File: config.mk
export PLATFORM = sky130hd
export DESIGN_NAME = lidar_cluster_cone_check_top
export DESIGN_NICKNAME = d
export VERILOG_FILES = /design/src/hw/rtl/lcc_pkg.sv /design/src/hw/rtl/lcc_datapath.sv /design/src/hw/rtl/lcc_ctrl.sv /design/src/hw/rtl/lidar_cluster_cone_check_top.sv
export VERILOG_INCLUDE_DIRS = /design/src /design/src/hw/rtl
export SDC_FILE = /design/constraint.sdc
export NUM_CORES = 2
export LEC_CHECK = 0
export ABC_AREA = 1
export BUFFER_PORTS_ARGS = -buffer_cell sky130_fd_sc_hd__buf_2
export CORE_UTILIZATION = 25
export CTS_CLUSTER_SIZE = 10
export DETAILED_ROUTE_END_ITERATION = 6
export PLACE_DENSITY = 0.37
export SETUP_SLACK_MARGIN = 0.4
export SKIP_CTS_REPAIR_TIMING = 1
export SLEW_MARGIN = 20
export SYNTH_ARGS = -nofsm -noshare
export SYNTH_HDL_FRONTEND = slang
export SYNTH_SLANG_ARGS = --single-unit
File: constraint.sdc
create_clock -name clk -period 19.58 [get_ports clk]
set_clock_uncertainty 0.2 [all_clocks]
set_input_delay 2.937 -clock clk [delete_from_list [all_inputs] [get_ports clk]]
set_output_delay 2.937 -clock clk [all_outputs]
set_load 0.01 [all_outputs]
File: src/hw/rtl/lidar_cluster_cone_check_top_macros.svh
// assertion macros for the lidar cluster cone check block
`ifndef LIDAR_CLUSTER_CONE_CHECK_TOP_MACROS_SVH
`define LIDAR_CLUSTER_CONE_CHECK_TOP_MACROS_SVH
`ifndef SYNTH
`define LCC_ASSERT(name, prop) \
    name: assert property (@(posedge clk) disable iff (!rst_n) prop) \
        else $error("lcc assertion failed");
`define LCC_ASSERT_NEXT(name, pre, post) \
    name: assert property (@(posedge clk) disable iff (!rst_n) (pre) |=> (post)) \
        else $error("lcc assertion failed");
`else
`define LCC_ASSERT(name, prop)
`define LCC_ASSERT_NEXT(name, pre, post)
`endif
`endif

File: src/hw/rtl/lcc_pkg.sv
// shared types and constants for the lidar cluster cone check block
package lcc_pkg;

    localparam int CFG_IDX_W  = 3;
    localparam int CFG_DATA_W = 32;

    localparam logic [CFG_IDX_W-1:0] REG_COUNT_TOL    = 3'd0;
    localparam logic [CFG_IDX_W-1:0] REG_MAX_WIDTH    = 3'd1;
    localparam logic [CFG_IDX_W-1:0] REG_MAX_HEIGHT   = 3'd2;
    localparam logic [CFG_IDX_W-1:0] REG_MAX_CENT_Z   = 3'd3;
    localparam logic [CFG_IDX_W-1:0] REG_COUNT_SCALE  = 3'd4;

    typedef enum logic [5:0] {
        ST_ACC  = 6'b000001,
        ST_DIV  = 6'b000010,
        ST_SQ   = 6'b000100,
        ST_PROD = 6'b001000,
        ST_CHK  = 6'b010000,
        ST_OUT  = 6'b100000
    } lcc_state_t;

    typedef struct packed {
        logic       accept;
        logic       start;
        logic       div_step;
        logic       sq_step;
        logic [1:0] sq_sel;
        logic       prod;
        logic       check;
        logic       load_out;
    } lcc_cmd_t;

    typedef struct packed {
        logic out_free;
    } lcc_stat_t;

endpackage

File: src/hw/rtl/lcc_datapath.sv
// accumulators, serial divider, distance, count and shape check, output register
module lcc_datapath
    import lcc_pkg::*;
#(
    parameter int MAX_POINTS = 511,
    parameter int COORD_BITS = 18
)
(
    input  logic                         clk,
    input  logic                         rst_n,
    input  lcc_cmd_t                     cmd,
    output lcc_stat_t                    stat,
    input  logic signed [COORD_BITS-1:0] point_x,
    input  logic signed [COORD_BITS-1:0] point_y,
    input  logic signed [COORD_BITS-1:0] point_z,
    input  logic                         cfg_we,
    input  logic [CFG_IDX_W-1:0]         cfg_index,
    input  logic [CFG_DATA_W-1:0]        cfg_wdata,
    output logic                         m_tvalid,
    input  logic                         m_tready,
    output logic [((3*COORD_BITS+7)/8)*8-1:0] m_tdata,
    output logic                         m_tuser
);

    localparam int CB    = COORD_BITS;
    localparam int CNT_W = $clog2(MAX_POINTS + 1);
    localparam int SUM_W = CB + CNT_W;
    localparam int SQ_W  = 2 * CB;
    localparam int D2_W  = SQ_W + 2;
    localparam int ND_W  = D2_W + CNT_W;
    localparam int DF_W  = (ND_W > 33) ? ND_W : 33;
    localparam int SP_W  = (CB + 1 > 16) ? CB + 1 : 16;
    localparam int ZC_W  = (CB > 18) ? CB : 18;
    localparam int OUT_W = ((3 * CB + 7) / 8) * 8;
    localparam int PAD_W = OUT_W - 3 * CB;

    // configuration
    logic [7:0]         tol_reg;
    logic [15:0]        max_width_reg;
    logic [15:0]        max_height_reg;
    logic signed [17:0] max_cz_reg;
    logic [31:0]        scale_reg;

    // accumulators
    logic signed [SUM_W-1:0] sum_reg  [3];
    logic signed [CB-1:0]    low_reg  [3];
    logic signed [CB-1:0]    high_reg [3];
    logic [CNT_W-1:0]        cnt_reg;

    // divider
    logic [SUM_W-1:0] dq_reg  [3];
    logic [CNT_W-1:0] rem_reg [3];
    logic             neg_reg [3];
    logic [CNT_W-1:0] dn_reg;

    // count check
    logic [D2_W-1:0] d2_reg;
    logic [ND_W-1:0] nd_reg;
    logic [39:0]     ts_reg;
    logic            cone_reg;

    logic             m_tvalid_reg;
    logic [OUT_W-1:0] m_tdata_reg;
    logic             m_tuser_reg;

    logic signed [CB-1:0]    pnt      [3];
    logic                    take;
    logic signed [SUM_W-1:0] sum_upd  [3];
    logic [SUM_W-1:0]        sum_mag  [3];
    logic [CNT_W-1:0]        cnt_upd;
    logic [CNT_W:0]          shifted  [3];
    logic [CNT_W+1:0]        trial    [3];
    logic [CB-1:0]           mag      [3];
    logic signed [CB-1:0]    cent     [3];
    logic [CB-1:0]           sq_in;
    logic [SQ_W-1:0]         sq;
    logic [ND_W-1:0]         nd_full;
    logic [39:0]             ts_full;
    logic [DF_W-1:0]         scale_x;
    logic [DF_W-1:0]         nd_x;
    logic [DF_W-1:0]         diff;
    logic                    count_ok;
    logic [CB:0]             span     [3];
    logic                    shape_ok;
    logic signed [ZC_W-1:0]  cz_ext;
    logic signed [ZC_W-1:0]  maxz_ext;

    assign pnt[0] = point_x;
    assign pnt[1] = point_y;
    assign pnt[2] = point_z;
    assign take   = cmd.accept && (cnt_reg != CNT_W'(MAX_POINTS));

    always_comb
    begin
        cnt_upd = take ? cnt_reg + CNT_W'(1) : cnt_reg;
        for (int i = 0; i < 3; i++)
        begin
            sum_upd[i] = take ? sum_reg[i] + SUM_W'(pnt[i]) : sum_reg[i];
            sum_mag[i] = sum_upd[i][SUM_W-1] ? SUM_W'(-sum_upd[i]) : SUM_W'(sum_upd[i]);
            shifted[i] = {rem_reg[i], dq_reg[i][SUM_W-1]};
            trial[i]   = {1'b0, shifted[i]} - {2'b00, dn_reg};
            mag[i]     = dq_reg[i][CB-1:0];
            cent[i]    = neg_reg[i] ? CB'(-$signed(mag[i])) : $signed(mag[i]);
            span[i]    = {high_reg[i][CB-1], high_reg[i]} - {low_reg[i][CB-1], low_reg[i]};
        end
    end

    always_comb
    begin
        case (cmd.sq_sel)
            2'd0:    sq_in = mag[0];
            2'd1:    sq_in = mag[1];
            default: sq_in = mag[2];
        endcase
    end

    assign sq      = sq_in * sq_in;
    assign nd_full = dn_reg * d2_reg;
    assign ts_full = tol_reg * scale_reg;

    assign scale_x  = DF_W'(scale_reg);
    assign nd_x     = DF_W'(nd_reg);
    assign diff     = (scale_x > nd_x) ? scale_x - nd_x : nd_x - scale_x;
    assign count_ok = (diff[DF_W-1:32] == '0) && ({diff[31:0], 8'h00} < ts_reg);

    assign cz_ext   = ZC_W'(cent[2]);
    assign maxz_ext = ZC_W'(max_cz_reg);
    assign shape_ok = (SP_W'(span[0]) < SP_W'(max_width_reg))
                   && (SP_W'(span[1]) < SP_W'(max_width_reg))
                   && (SP_W'(span[2]) < SP_W'(max_height_reg))
                   && (cz_ext < maxz_ext);

    // control state and configuration
    always_ff @(posedge clk or negedge rst_n)
    begin
        if (!rst_n)
        begin
            tol_reg        <= 8'd128;
            max_width_reg  <= 16'd500;
            max_height_reg <= 16'd400;
            max_cz_reg     <= 18'sd400;
            scale_reg      <= 32'd1976800000;
            cnt_reg        <= '0;
            m_tvalid_reg   <= 1'b0;
            for (int i = 0; i < 3; i++)
            begin
                sum_reg[i] <= '0;
            end
        end
        else
        begin
            if (cfg_we)
            begin
                unique case (cfg_index)
                    REG_COUNT_TOL:   tol_reg        <= cfg_wdata[7:0];
                    REG_MAX_WIDTH:   max_width_reg  <= cfg_wdata[15:0];
                    REG_MAX_HEIGHT:  max_height_reg <= cfg_wdata[15:0];
                    REG_MAX_CENT_Z:  max_cz_reg     <= $signed(cfg_wdata[17:0]);
                    REG_COUNT_SCALE: scale_reg      <= cfg_wdata;
                    default:         ;
                endcase
            end
            if (cmd.start)
            begin
                cnt_reg <= '0;
                for (int i = 0; i < 3; i++)
                begin
                    sum_reg[i] <= '0;
                end
            end
            else
            begin
                cnt_reg <= cnt_upd;
                for (int i = 0; i < 3; i++)
                begin
                    sum_reg[i] <= sum_upd[i];
                end
            end
            if (cmd.load_out)
            begin
                m_tvalid_reg <= 1'b1;
            end
            else if (m_tready)
            begin
                m_tvalid_reg <= 1'b0;
            end
        end
    end

    // payload
    always_ff @(posedge clk)
    begin
        for (int i = 0; i < 3; i++)
        begin
            if (take)
            begin
                if (cnt_reg == '0 || pnt[i] < low_reg[i])
                begin
                    low_reg[i] <= pnt[i];
                end
                if (cnt_reg == '0 || pnt[i] > high_reg[i])
                begin
                    high_reg[i] <= pnt[i];
                end
            end
            if (cmd.start)
            begin
                dq_reg[i]  <= sum_mag[i];
                neg_reg[i] <= sum_upd[i][SUM_W-1];
                rem_reg[i] <= '0;
            end
            else if (cmd.div_step)
            begin
                if (!trial[i][CNT_W+1])
                begin
                    rem_reg[i] <= trial[i][CNT_W-1:0];
                    dq_reg[i]  <= {dq_reg[i][SUM_W-2:0], 1'b1};
                end
                else
                begin
                    rem_reg[i] <= shifted[i][CNT_W-1:0];
                    dq_reg[i]  <= {dq_reg[i][SUM_W-2:0], 1'b0};
                end
            end
        end
        if (cmd.start)
        begin
            dn_reg <= cnt_upd;
            d2_reg <= '0;
        end
        else if (cmd.sq_step)
        begin
            d2_reg <= d2_reg + D2_W'(sq);
        end
        if (cmd.prod)
        begin
            nd_reg <= nd_full;
            ts_reg <= ts_full;
        end
        if (cmd.check)
        begin
            cone_reg <= shape_ok && count_ok;
        end
        if (cmd.load_out)
        begin
            m_tdata_reg <= {{PAD_W{1'b0}}, cent[2], cent[1], cent[0]};
            m_tuser_reg <= cone_reg;
        end
    end

    assign stat.out_free = !m_tvalid_reg || m_tready;
    assign m_tvalid      = m_tvalid_reg;
    assign m_tdata       = m_tdata_reg;
    assign m_tuser       = m_tuser_reg;

endmodule

File: src/hw/rtl/lcc_ctrl.sv
// sequencer for accumulation, division, distance and verdict steps
module lcc_ctrl
    import lcc_pkg::*;
#(
    parameter int MAX_POINTS = 511,
    parameter int COORD_BITS = 18
)
(
    input  logic      clk,
    input  logic      rst_n,
    input  logic      s_tvalid,
    input  logic      s_tlast,
    output logic      s_tready,
    input  lcc_stat_t stat,
    output lcc_cmd_t  cmd
);

    localparam int SUM_W = COORD_BITS + $clog2(MAX_POINTS + 1);
    localparam int DC_W  = $clog2(SUM_W);

    lcc_state_t      state_reg;
    lcc_state_t      state_next;
    logic [DC_W-1:0] step_reg;
    logic [DC_W-1:0] step_next;

    always_comb
    begin
        state_next   = state_reg;
        step_next    = step_reg;
        s_tready     = 1'b0;
        cmd          = '0;
        cmd.sq_sel   = step_reg[1:0];
        unique case (state_reg)
            ST_ACC:
            begin
                s_tready   = 1'b1;
                cmd.accept = s_tvalid;
                if (s_tvalid && s_tlast)
                begin
                    cmd.start  = 1'b1;
                    step_next  = '0;
                    state_next = ST_DIV;
                end
            end
            ST_DIV:
            begin
                cmd.div_step = 1'b1;
                if (step_reg == DC_W'(SUM_W - 1))
                begin
                    step_next  = '0;
                    state_next = ST_SQ;
                end
                else
                begin
                    step_next = step_reg + DC_W'(1);
                end
            end
            ST_SQ:
            begin
                cmd.sq_step = 1'b1;
                if (step_reg == DC_W'(2))
                begin
                    state_next = ST_PROD;
                end
                else
                begin
                    step_next = step_reg + DC_W'(1);
                end
            end
            ST_PROD:
            begin
                cmd.prod   = 1'b1;
                state_next = ST_CHK;
            end
            ST_CHK:
            begin
                cmd.check  = 1'b1;
                state_next = ST_OUT;
            end
            ST_OUT:
            begin
                if (stat.out_free)
                begin
                    cmd.load_out = 1'b1;
                    state_next   = ST_ACC;
                end
            end
            default:
            begin
                state_next = ST_ACC;
            end
        endcase
    end

    always_ff @(posedge clk or negedge rst_n)
    begin
        if (!rst_n)
        begin
            state_reg <= ST_ACC;
            step_reg  <= '0;
        end
        else
        begin
            state_reg <= state_next;
            step_reg  <= step_next;
        end
    end

endmodule

File: src/hw/rtl/lidar_cluster_cone_check_top.sv
// lidar cluster cone check: centroid and cone verdict for each point cluster
// Points are taken one per cycle while a cluster accumulates. The point that
// carries tlast starts the closing work, during which no point is taken: a
// bit-serial divider runs, then the three centroid coordinates are squared
// and summed, then come a product step, a verdict step and the load of the
// output register, which waits until that register is free. The result register
// lets the next cluster accumulate while a result still waits to be taken.
`include "lidar_cluster_cone_check_top_macros.svh"
module lidar_cluster_cone_check_top
    import lcc_pkg::*;
#(
    parameter int MAX_POINTS = 511,
    parameter int COORD_BITS = 18
)
(
    input  logic                                  clk,
    input  logic                                  rst_n,
    input  logic                                  s_tvalid,
    output logic                                  s_tready,
    // point_x, point_y, point_z, zero pad
    input  logic [((3*COORD_BITS+7)/8)*8-1:0]     s_tdata,
    // last_point
    input  logic                                  s_tlast,
    output logic                                  m_tvalid,
    input  logic                                  m_tready,
    // centroid_x, centroid_y, centroid_z, zero pad
    output logic [((3*COORD_BITS+7)/8)*8-1:0]     m_tdata,
    // is_cone
    output logic                                  m_tuser,
    input  logic                                  cfg_we,
    input  logic [CFG_IDX_W-1:0]                  cfg_index,
    input  logic [CFG_DATA_W-1:0]                 cfg_wdata
);

    lcc_cmd_t  cmd;
    lcc_stat_t stat;

    lcc_ctrl #(
        .MAX_POINTS (MAX_POINTS),
        .COORD_BITS (COORD_BITS)
    ) u_ctrl (
        .clk      (clk),
        .rst_n    (rst_n),
        .s_tvalid (s_tvalid),
        .s_tlast  (s_tlast),
        .s_tready (s_tready),
        .stat     (stat),
        .cmd      (cmd)
    );

    lcc_datapath #(
        .MAX_POINTS (MAX_POINTS),
        .COORD_BITS (COORD_BITS)
    ) u_datapath (
        .clk       (clk),
        .rst_n     (rst_n),
        .cmd       (cmd),
        .stat      (stat),
        .point_x   ($signed(s_tdata[COORD_BITS-1:0])),
        .point_y   ($signed(s_tdata[2*COORD_BITS-1:COORD_BITS])),
        .point_z   ($signed(s_tdata[3*COORD_BITS-1:2*COORD_BITS])),
        .cfg_we    (cfg_we),
        .cfg_index (cfg_index),
        .cfg_wdata (cfg_wdata),
        .m_tvalid  (m_tvalid),
        .m_tready  (m_tready),
        .m_tdata   (m_tdata),
        .m_tuser   (m_tuser)
    );

    `LCC_ASSERT_NEXT(a_busy_after_last, s_tvalid && s_tready && s_tlast, !s_tready)
    `LCC_ASSERT(a_no_overwrite, cmd.load_out |-> (!m_tvalid || m_tready))
    `LCC_ASSERT(a_div_blocks_input, cmd.div_step |-> !s_tready)

endmodule
==> flow_results.org <==
** Global routing
- For this run, global-route usage on met2 was measured as 28.06%.
- Number of antenna violations at the first check in global routing :: 19
- Overflow left after global routing :: 0
- The number of global-route vias before repair came to 63,880.
- Met1 routing resource usage after global routing :: 24.48%
- Largest net degree at the start of global routing :: 159
- For this run, global-route usage on met3 was measured as 1.665%.
- After global routing, the most crowded layer is met2.
- The first global-routing pass estimated 389,000 um of wire.
- Overall Global Routing Usage :: 17.20%

** Finish
- Final nets :: 11,280
- In the final layout, the share of cells above drive strength 1 is 5.039%.
- In the final layout, the multi-input gates occupy 0.04742 sq mm.
- Area Growth Syn to Fin :: 10.81%
- Finished layout cell area :: 0.08132 sq mm
- In the final layout, flip-flops and latches occupy 0.01674 sq mm.
- Counting the fill cells in the layout gives 32,030.

** Critical path
- Worst reg-to-reg setup slack :: 10.79 ns
- At the worst endpoint, the required time is 19.97 ns.
- Critical register-to-register path startpoint :: u_ctrl.step_reg[0]
- Of all nets on the critical path, the largest fanout is 17.
- Cell seen most often among critical-path stages :: sky130_fd_sc_hd__inv_1
- STA classifies the critical path endpoint as a register.
- For the worst flop-to-flop path, the logic depth is 30.
- Data arrives at the worst endpoint at 9.18 ns.
- Maximum single-stage delay on the critical path :: 0.78 ns
- Among all stages on the critical path, the largest delay is contributed by sky130_fd_sc_hd__clkinv_1.
- The worst setup path is launched from a register.
- The worst register-to-register path ends at u_datapath.d2_reg[29].
- The worst setup path is of the reg2reg kind.

** Clock network
- Number of buffers added by the clock tree synthesis step :: 83
- Max clock buf depth :: 3
- Clock H-tree levels :: 3
- The tree built by TritonCTS fans out to 601 sinks.
- Clock tree synthesis selected as its root buffer the cell sky130_fd_sc_hd__clkbuf_16.
- Clock latency on the worst-skew pair :: 0.76 ns
- TritonCTS built the clock tree.
- CTS clock-pin slew for the worst setup and hold paths :: 0.06 ns

** Flow run
- Count of max-cap constraint violations :: 0

** Logic synthesis
- Number of instances in the synthesized netlist :: 9,781
- Dominant cells by area after synthesis :: sky130_fd_sc_hd__fa_1, sky130_fd_sc_hd__edfxtp_1, sky130_fd_sc_hd__nand2_1
- Simple-gate share of the synthesized area :: 21.22%
- Counting instances in the post-synthesis netlist gives the leading cell types as sky130_fd_sc_hd__nand2_1, sky130_fd_sc_hd__inv_1, sky130_fd_sc_hd__fa_1, sky130_fd_sc_hd__nor2_1, sky130_fd_sc_hd__ha_1.
- During synthesis, Yosys emitted a total of 0 warnings.
- Fraction of synthesized cell area taken by the top area cell type :: 18.80%
- After synthesis, the largest family of logic cells by area is adder cells.
- Sequential element share of the synthesized area :: 22.81%
- Post-synthesis register bit count :: 601
- After synthesis, the share of cell area in mux cells is 0.1313%.
- sky130_fd_sc_hd__fa_1 takes more of the synthesized area than any other cell.
- Dominant register cell in the synthesized netlist :: sky130_fd_sc_hd__edfxtp_1
- In the synthesized netlist the async set-or-reset flop fraction comes to 31.95%.
- Netlist Area Pre-Place :: 0.07338 sq mm
- EDFF count, synth :: 371
- Of the total synthesized cell area, the portion taken by full adders, half adders and majority gates is 30.39%.
- Synthesized-area fraction occupied by ao, oa, aoi and oai cells :: 8.997%
- Most repeated cell in the gate-level netlist after synthesis :: sky130_fd_sc_hd__nand2_1
- Count of cell types in the netlist :: 65
- Xor and xnor area share after synthesis :: 3.688%
- A synthesized cell averages 7.503 sq um.

** Detailed routing
- Residual DRC :: 0
- Number of DRC markers after the initial detailed-route iteration :: 3,652
- Dividing the detail-routed wire length by the instance count gives 18.36 um.
- Dividing the detail-routed via count by the number of cells gives 4.467.
- Count of TritonRoute iterations in the first routing pass :: 6
- Number of vias in the routed layout :: 61,590
- Detailed-route wire length :: 253,200 um
- The detail route stage leaves a number of antenna-violating nets equal to 0.

** STA
- At the pin with the least slew margin, the transition time is 1.023 ns.
- In the final timing run, aggregate negative setup slack is 0 ns.
- Tightest hold margin :: 0.2215 ns
- The number of failing hold endpoints at the final stage is 0.
- # setup viols final :: 0
- The final critical path takes up 44.88% of the cycle.
- Fmax :: 0.1138 GHz
- The smallest clock period supported by the final layout is computed as 8.788 ns.
- The number of pins exceeding their max-slew limit in the final report was 0.
- RSZ-0062 raised after global routing :: false
- Measured against its own limit, the worst slew margin works out to 31.78%.

** Hold path
- The worst hold path passes through 0 cells.
- The path with the worst hold slack has its endpoint at u_datapath.m_tuser.
- The startpoint identified for the worst hold timing path is u_datapath.cone_reg.
- The min-delay analysis places its worst path in the category reg2reg.

** Die
- Die Footprint :: 0.2957 sq mm
- Number of rows created at floorplan :: 198
- 156 I/O pins were placed.
- Die height :: 543.8 um
- The die is 543.8 um wide.
- Initial cell density of the core :: 25.19%
- Floorplan core area :: 0.2913 sq mm

** Placed design
- Input and output buffers added on the ports amount to 151.
- At the end of routability-driven placement, the weighted congestion stood at 0.8857.
- Detail Placement HPWL :: 204,100 um
- Once placement finished, the instance area stood at 0.07855 sq mm.

** Outcome
- Result of the run :: completed
-- placed cells by master (no fill, tap or decap), drive strengths merged, types with 42 or more instances in the layout --
master | synthesis | layout
a21oi | 523 | 523
a31oi | 42 | 42
buf | 38 | 208
clkbuf | 221 | 114
dfrtp | 164 | 164
edfxtp | 371 | 371
fa | 689 | 689
ha | 680 | 680
inv | 2203 | 2205
nand2 | 2491 | 2491
nand3 | 350 | 350
nand4 | 90 | 90
nor2 | 702 | 702
nor3 | 88 | 88
o21ai | 401 | 401
or2 | 61 | 61
xnor2 | 104 | 104
xor2 | 205 | 205
-- worst max path at each step --
stage / start / end / slack [ns] / depth (start not counted)
after floorplan: u_ctrl.step_reg[1] / u_datapath.d2_reg[29] / 12.37 / 32
after global placement: u_ctrl.step_reg[1] / u_datapath.d2_reg[29] / 10.62 / 30
after detailed placement: u_ctrl.step_reg[1] / u_datapath.d2_reg[29] / 10.59 / 30
after CTS: u_ctrl.step_reg[0] / u_datapath.d2_reg[29] / 10.49 / 30
after global routing: u_ctrl.step_reg[1] / u_datapath.d2_reg[29] / 10.10 / 30
final: u_ctrl.step_reg[0] / u_datapath.d2_reg[29] / 10.79 / 30
-- layer usage --
| metal | up-vias | wire length [um] |
|---|---|---|
| li1 | 30350 | - |
| met1 | 29920 | 125700 |
| met3 | 237 | 9157 |
| met4 | 2 | 4880 |
| met5 | - | 13 |
| met2 | 1081 | 113400 |
-- worst max-delay path: cells and delay by family (launching register included) --
family	cells	cell delay [ns]
adder cells (fa/ha/maj)	8	3.59
flip-flops	1	0.37
AO/OA/AOI/OAI	7	1.85
XOR/XNOR	1	0.09
buffers and inverters	10	1.79
AND/OR/NAND/NOR	4	0.71
-- kinds of logic after synthesis --
| kind of cell | after synthesis |
|---|---|
| AO/OA/AOI/OAI | 1189 |
| buffers and inverters | 2473 |
| AND/OR/NAND/NOR | 3830 |
| XOR/XNOR | 309 |
| other | 1 |
| adder cells (fa/ha/maj) | 1369 |
| multiplexers | 9 |
| flip-flops | 601 |
-- per-stage QoR --
stage / worst slack [ns] / cells / utilization (%)
final: 10.79 / 13790 / 27.91
after global routing: 10.10 / 13780 / 27.91
after CTS: 10.49 / 13780 / 27.90
after detailed placement: 10.59 / 13630 / 26.96
after global placement: 10.62 / 13630 / 26.96
after floorplan: 12.37 / 9782 / -
-- final cells by class --
class                           count  area share (%)
Inverter                         2214           10.22
Antenna cell                        6         0.01846
Tap cell                         3900           6.001
Timing Repair Buffer              208           1.483
Clock inverter                     37          0.5431
Multi-Input combinational cell   6708           58.32
Clock buffer                      114           2.820
Sequential cell                   601           20.59
Power is not shown: default switching activity piles up to over one toggle a cycle in this logic, so the estimate is an artifact.
